===== config.mk =====
export PLATFORM = sky130hd
export DESIGN_NAME = sorted_min_priority_queue_core
export DESIGN_NICKNAME = d
export VERILOG_FILES = /design/src/rtl/spq_pkg.sv /design/src/rtl/spq_cell.sv /design/src/rtl/sorted_min_priority_queue_core.sv
export SDC_FILE = /design/constraint.sdc
export NUM_CORES = 2
export LEC_CHECK = 0
export ABC_CLOCK_PERIOD_IN_PS = 3700
export BUFFER_PORTS_ARGS = -buffer_cell sky130_fd_sc_hd__buf_4
export CORE_MARGIN = 2
export CORE_UTILIZATION = 40
export CTS_CLUSTER_SIZE = 10
export DETAILED_ROUTE_END_ITERATION = 16
export GPL_ROUTABILITY_DRIVEN = 1
export REMOVE_ABC_BUFFERS = 1
export SLEW_MARGIN = 20
export SYNTH_ARGS = -nofsm -noshare
export SYNTH_HDL_FRONTEND = slang
export SYNTH_HIERARCHICAL = 1
export SYNTH_SLANG_ARGS = --single-unit

===== constraint.sdc =====
create_clock -name i_clk -period 3.7 [get_ports i_clk]
set_clock_uncertainty 0.1 [all_clocks]
set_input_delay 0.74 -clock i_clk [delete_from_list [all_inputs] [get_ports i_clk]]
set_output_delay 0.74 -clock i_clk [all_outputs]
set_load 0.02 [all_outputs]

===== src/rtl/spq_pkg.sv =====
// ----------------------------------------------------------------------------
// spq_pkg
// Shared types and constants for the sorted minimum priority queue.
// ----------------------------------------------------------------------------
package spq_pkg;

    localparam int DATA_W = 32;
    localparam int OCC_W  = 5;

    localparam logic FUNC_INSERT = 1'b0;
    localparam logic FUNC_REMOVE = 1'b1;

    // Command beat
    typedef struct packed {
        logic                     func;
        logic signed [DATA_W-1:0] value;
    } t_cmd;

    // Result beat
    typedef struct packed {
        logic signed [DATA_W-1:0] removed_value;
        logic                     removed_valid;
        logic                     insert_rejected;
        logic [OCC_W-1:0]         occupancy;
    } t_result;

    // Per-cycle control broadcast to every cell
    typedef struct packed {
        logic ins;
        logic rem;
    } t_cell_ctrl;

endpackage


===== src/rtl/spq_cell.sv =====
// ----------------------------------------------------------------------------
// spq_cell
// One slot of the sorted chain: holds a value and its valid bit, compares
// against the broadcast value and shifts with its neighbors.
// ----------------------------------------------------------------------------
module spq_cell (
    input  logic                              i_clk,
    input  logic                              i_rst_n,
    input  spq_pkg::t_cell_ctrl               i_ctrl,
    input  logic signed [spq_pkg::DATA_W-1:0] i_value,
    input  logic signed [spq_pkg::DATA_W-1:0] i_left_data,
    input  logic                              i_left_valid,
    input  logic                              i_left_take,
    input  logic signed [spq_pkg::DATA_W-1:0] i_right_data,
    input  logic                              i_right_valid,
    output logic signed [spq_pkg::DATA_W-1:0] o_data,
    output logic                              o_valid,
    output logic                              o_take
);

    logic signed [spq_pkg::DATA_W-1:0] r_data;
    logic signed [spq_pkg::DATA_W-1:0] n_data;
    logic                              r_valid;
    logic                              n_valid;

    // Take: this slot is at or past the insertion point (new value goes
    // after equal values, so strictly-less only).
    assign o_take  = !r_valid || (i_value < r_data);
    assign o_data  = r_data;
    assign o_valid = r_valid;

    always_comb begin
        n_data  = r_data;
        n_valid = r_valid;
        priority if (i_ctrl.ins) begin
            if (o_take) begin
                n_data  = i_left_take ? i_left_data : i_value;
                n_valid = r_valid | i_left_valid;
            end
        end else if (i_ctrl.rem) begin
            n_data  = i_right_data;
            n_valid = i_right_valid;
        end
    end

    always_ff @(posedge i_clk) begin
        r_data <= n_data;
        if (!i_rst_n) begin
            r_valid <= 1'b0;
        end else begin
            r_valid <= n_valid;
        end
    end

endmodule


===== src/rtl/sorted_min_priority_queue_core.sv =====
// ----------------------------------------------------------------------------
// sorted_min_priority_queue_core
// Sorted minimum priority queue built as a chain of compare-and-shift cells.
// ----------------------------------------------------------------------------
// Takes one command per clock: busy is always low, so a command is accepted at
// every edge where start is high. Insert places the value in sorted order
// (after equal values); remove hands out the smallest value. Each command gives
// exactly one result beat, shown on o_result with o_done high for a single
// cycle, registered at the accepting edge; the receiver cannot hold it off.
// Each command is resolved by the per-cell compare of the broadcast value
// against every slot in parallel plus one neighbor shift. An insert into a
// full queue is dropped and flagged; a remove from an empty queue returns
// removed_valid low. Occupancy reports the count after the command, modulo 32.
module sorted_min_priority_queue_core #(
    parameter int CAPACITY = 16
) (
    input  logic                 i_clk,
    input  logic                 i_rst_n,
    input  logic                 start,
    output logic                 busy,
    input  spq_pkg::t_cmd        i_cmd,
    output logic                 o_done,
    output spq_pkg::t_result     o_result
);

    localparam int CW = $clog2(CAPACITY + 1);

    logic                              w_accept;
    logic                              w_full;
    logic                              w_empty;
    spq_pkg::t_cell_ctrl               w_ctrl;
    logic signed [spq_pkg::DATA_W-1:0] w_data  [CAPACITY];
    logic [CAPACITY-1:0]               w_valid;
    logic [CAPACITY-1:0]               w_take;

    logic [CW-1:0]                     r_count;
    logic [CW-1:0]                     n_count;
    logic                              r_done;
    spq_pkg::t_result                  r_result;
    spq_pkg::t_result                  n_result;

    assign busy     = 1'b0;
    assign w_accept = start && !busy;
    assign w_full   = (r_count == CW'(CAPACITY));
    assign w_empty  = (r_count == '0);

    assign w_ctrl.ins = w_accept && (i_cmd.func == spq_pkg::FUNC_INSERT) && !w_full;
    assign w_ctrl.rem = w_accept && (i_cmd.func == spq_pkg::FUNC_REMOVE) && !w_empty;

    genvar g;
    generate
        for (g = 0; g < CAPACITY; g++) begin : g_cell
            logic signed [spq_pkg::DATA_W-1:0] w_ldata;
            logic                              w_lvalid;
            logic                              w_ltake;
            logic signed [spq_pkg::DATA_W-1:0] w_rdata;
            logic                              w_rvalid;

            if (g == 0) begin : g_head
                assign w_ldata  = '0;
                assign w_lvalid = 1'b1;
                assign w_ltake  = 1'b0;
            end else begin : g_mid
                assign w_ldata  = w_data[g-1];
                assign w_lvalid = w_valid[g-1];
                assign w_ltake  = w_take[g-1];
            end

            if (g == CAPACITY - 1) begin : g_tail
                assign w_rdata  = '0;
                assign w_rvalid = 1'b0;
            end else begin : g_body
                assign w_rdata  = w_data[g+1];
                assign w_rvalid = w_valid[g+1];
            end

            spq_cell u_cell (
                .i_clk         (i_clk),
                .i_rst_n       (i_rst_n),
                .i_ctrl        (w_ctrl),
                .i_value       (i_cmd.value),
                .i_left_data   (w_ldata),
                .i_left_valid  (w_lvalid),
                .i_left_take   (w_ltake),
                .i_right_data  (w_rdata),
                .i_right_valid (w_rvalid),
                .o_data        (w_data[g]),
                .o_valid       (w_valid[g]),
                .o_take        (w_take[g])
            );
        end
    endgenerate

    always_comb begin
        n_count = r_count;
        if (w_ctrl.ins) begin
            n_count = r_count + CW'(1);
        end else if (w_ctrl.rem) begin
            n_count = r_count - CW'(1);
        end

        n_result.removed_value   = w_ctrl.rem ? w_data[0] : '0;
        n_result.removed_valid   = w_ctrl.rem;
        n_result.insert_rejected = (i_cmd.func == spq_pkg::FUNC_INSERT) && w_full;
        n_result.occupancy       = spq_pkg::OCC_W'(n_count);
    end

    always_ff @(posedge i_clk) begin
        if (w_accept) begin
            r_result <= n_result;
        end
        if (!i_rst_n) begin
            r_count <= '0;
            r_done  <= 1'b0;
        end else begin
            r_count <= n_count;
            r_done  <= w_accept;
        end
    end

    assign o_done   = r_done;
    assign o_result = r_result;

`ifndef NO_ASSERTIONS
    a_count_matches_cells: assert property (@(posedge i_clk) disable iff (!i_rst_n)
        $countones(w_valid) == int'(r_count))
        else $error("count differs from occupied cells");

    a_count_bound: assert property (@(posedge i_clk) disable iff (!i_rst_n)
        r_count <= CW'(CAPACITY))
        else $error("count above capacity");

    a_one_result_per_beat: assert property (@(posedge i_clk) disable iff (!i_rst_n)
        w_accept |=> o_done)
        else $error("accepted beat gave no result");

    a_no_spurious_result: assert property (@(posedge i_clk) disable iff (!i_rst_n)
        !w_accept |=> !o_done)
        else $error("result without accepted beat");

    a_flags_exclusive: assert property (@(posedge i_clk) disable iff (!i_rst_n)
        o_done |-> !(o_result.removed_valid && o_result.insert_rejected))
        else $error("remove and reject flagged together");
`endif

endmodule


==> reports/metrics.cfg <==
[final_layout]
fillers=10100
final_nets=5033
layoutNonFillerInstCount=5926
diodes=0
drive_gt1_share_pct=7.35
area_growth_syn_to_layout_pct=13.0

[setup_path]
crit_path_end_kind=flop
crit_path_top_delay_cell=o41ai_2
slowest_delay_ps=530
crit_arrival_ps=3460
start_kind=flop
path_cells=inv_1 > ha_1 > nand4_1 > o311a_1 > o41ai_2 > a31oi_1 > mux2_2 > buf_12 > mux2i_1 > a21oi_1
path_delay_family=compound AO/OA/AOI/OAI gates
critical_path_class=flop to flop
worstPathRequired_ps=3920
path_buf_inv=2
crit_path_max_fanout=20

[die]
core_sq_um=103000
die_y_um=327
die-area_sq_um=107000
die_x_um=327
ios=77
rows=118
initial_core_util_pct=40.3

[cts]
ctsHoldBuffers=0
cts_made_buffers=73
cts_setup_buffers=0
clockBufferDepth=3
cts.reportedPaths.clkPinSlew_ps=60
htree_levels=3
post_cts_resize_count=0
clock-sinks=573
clk_latency_ps=610
root_buffer=clkbuf_16
cts_tree=built

[power_and_ir_drop]
power.leakage_nw=23.3
power.density_nw_per_um2=445
peakVddDrop_mv=0.294

[sta]
report.final.slew_viol_count=0
post-route-min-period_ps=3230
period_share_pct=87.3
whs_ps=321
slew_headroom_pct=52.2
setup_tns_ps=0
setup_violations=0
finalHoldViolations=0
setup_ws_ps=469
rsz0062_at_grt=false
max_freq_ghz=0.310
tightest_slew_ps=717

[global_routing]
grt_overflow_total=0
grt_pass1_wl_um=157000
antenna_found_initial=0
grt_pass1_vias=30500
grt_usage_pct=17.6
grt_max_degree=163

[drt]
avgRoutedWirePerCell_um=16.1
final_antenna_net_count=0
wirelength_um=95300
drt_iter0_markers=1569
first_pass_iters=5
via_per_inst=5.18
drc_errors=0
vias=30700

[yosys]
synth_area_sq_um=41600
synthCells=4356
synth_warnings=6
synth_area_per_cell_sq_um=9.56

[job]
maxCapViolations=0

[place]
place_ws_ps=-178
dp_cells=5804
dp_hpwl_um=71800
io_buffers=75
place.gp.congestion=0.823

[run_status]
status=completed

[worst_hold_path]
hold_class=input pin to flop

==> area by class of cell <==
class | instances | area, sq um | share of cell area (%)
clock inverters | 16 | 73.8 | 0.157
repair buffers | 198 | 2100 | 4.46
well taps | 1380 | 1730 | 3.67
clock buffers | 106 | 2050 | 4.35
multi-input cells | 3122 | 22100 | 47.0
flip-flops and latches | 573 | 17000 | 36.1
inverters | 531 | 1990 | 4.24
==> path summary, 6_finish.rpt <==
path | start | end | slack [ps] | cells after the start
hold / removal | i_cmd[32] | o_result[5]$_DFFE_PP_ | 320 | 2
setup / recovery | g_cell[4].u_cell/o_data[7]$_DFFE_PP_ | g_cell[5].u_cell/o_data[18]$_DFFE_PP_ | 470 | 10
hold reg to reg | r_count[2]$_SDFF_PN0_ | r_count[2]$_SDFF_PN0_ | 480 | 2
setup reg to reg | g_cell[4].u_cell/o_data[7]$_DFFE_PP_ | g_cell[5].u_cell/o_data[18]$_DFFE_PP_ | 470 | 10
==> cell usage in the layout (no fill, tap or decap), types with 15 or more instances in the layout <==
master and instances:
a21oi_1 736, nor2_1 592, edfxtp_1 551, inv_1 531
mux2i_1 514, ha_1 498, nand2_1 163, buf_4 149
nand4_1 96, clkbuf_16 77, conb_1 68, o21ai_0 64
buf_12 49, nand2b_1 48, and2_1 36, nor3_1 33
nand3_1 33, a31oi_1 31, clkbuf_1 28, dfxtp_1 22
a211oi_1 17, a221oi_1 16, o211ai_1 16, nand3b_1 16
a211o_1 16, a21o_1 16, o311a_1 16, o41ai_2 16
and3_1 16, o211a_1 16, o221a_2 16, mux2_2 15
==> per-layer routing <==
metal	part of all wire [%]	GRT usage [%]	vias to the layer above
met2	46	29.2	439
met3	2.9	1.84	163
met5	0	0	-
met4	3.0	5.71	0
li1	-	-	15900
met1	48	24.1	14100
==> where the power goes <==
part	switching, mW	total [mW]	internal, mW
logic	3.11	5.47	2.36
registers	0.662	8.91	8.25
clock network	2.76	6.56	3.80
total	6.53	20.9	14.4
==> sequential cells by signal, summed over array words and instances (netlist names) <==
name and count:
g_cell.u_cell/o_valid 16, o_result 39, o_done 1, g_cell.u_cell/o_data 512
r_count 5
==> through the flow <==
| stage | total power, mW | utilization [%] | area (sq um) |
|---|---|---|---|
| after global placement | 14.4 | 43.5 | 44900 |
| final | 20.9 | 45.5 | 47000 |
| after floorplan | 13.1 | - | 41100 |
| after global routing | 22.2 | 45.5 | 47000 |
| after detailed placement | 14.6 | 43.5 | 44900 |
| after CTS | 21.2 | 45.5 | 47000 |
No activity file was read; power rests on OpenSTA's default activity.
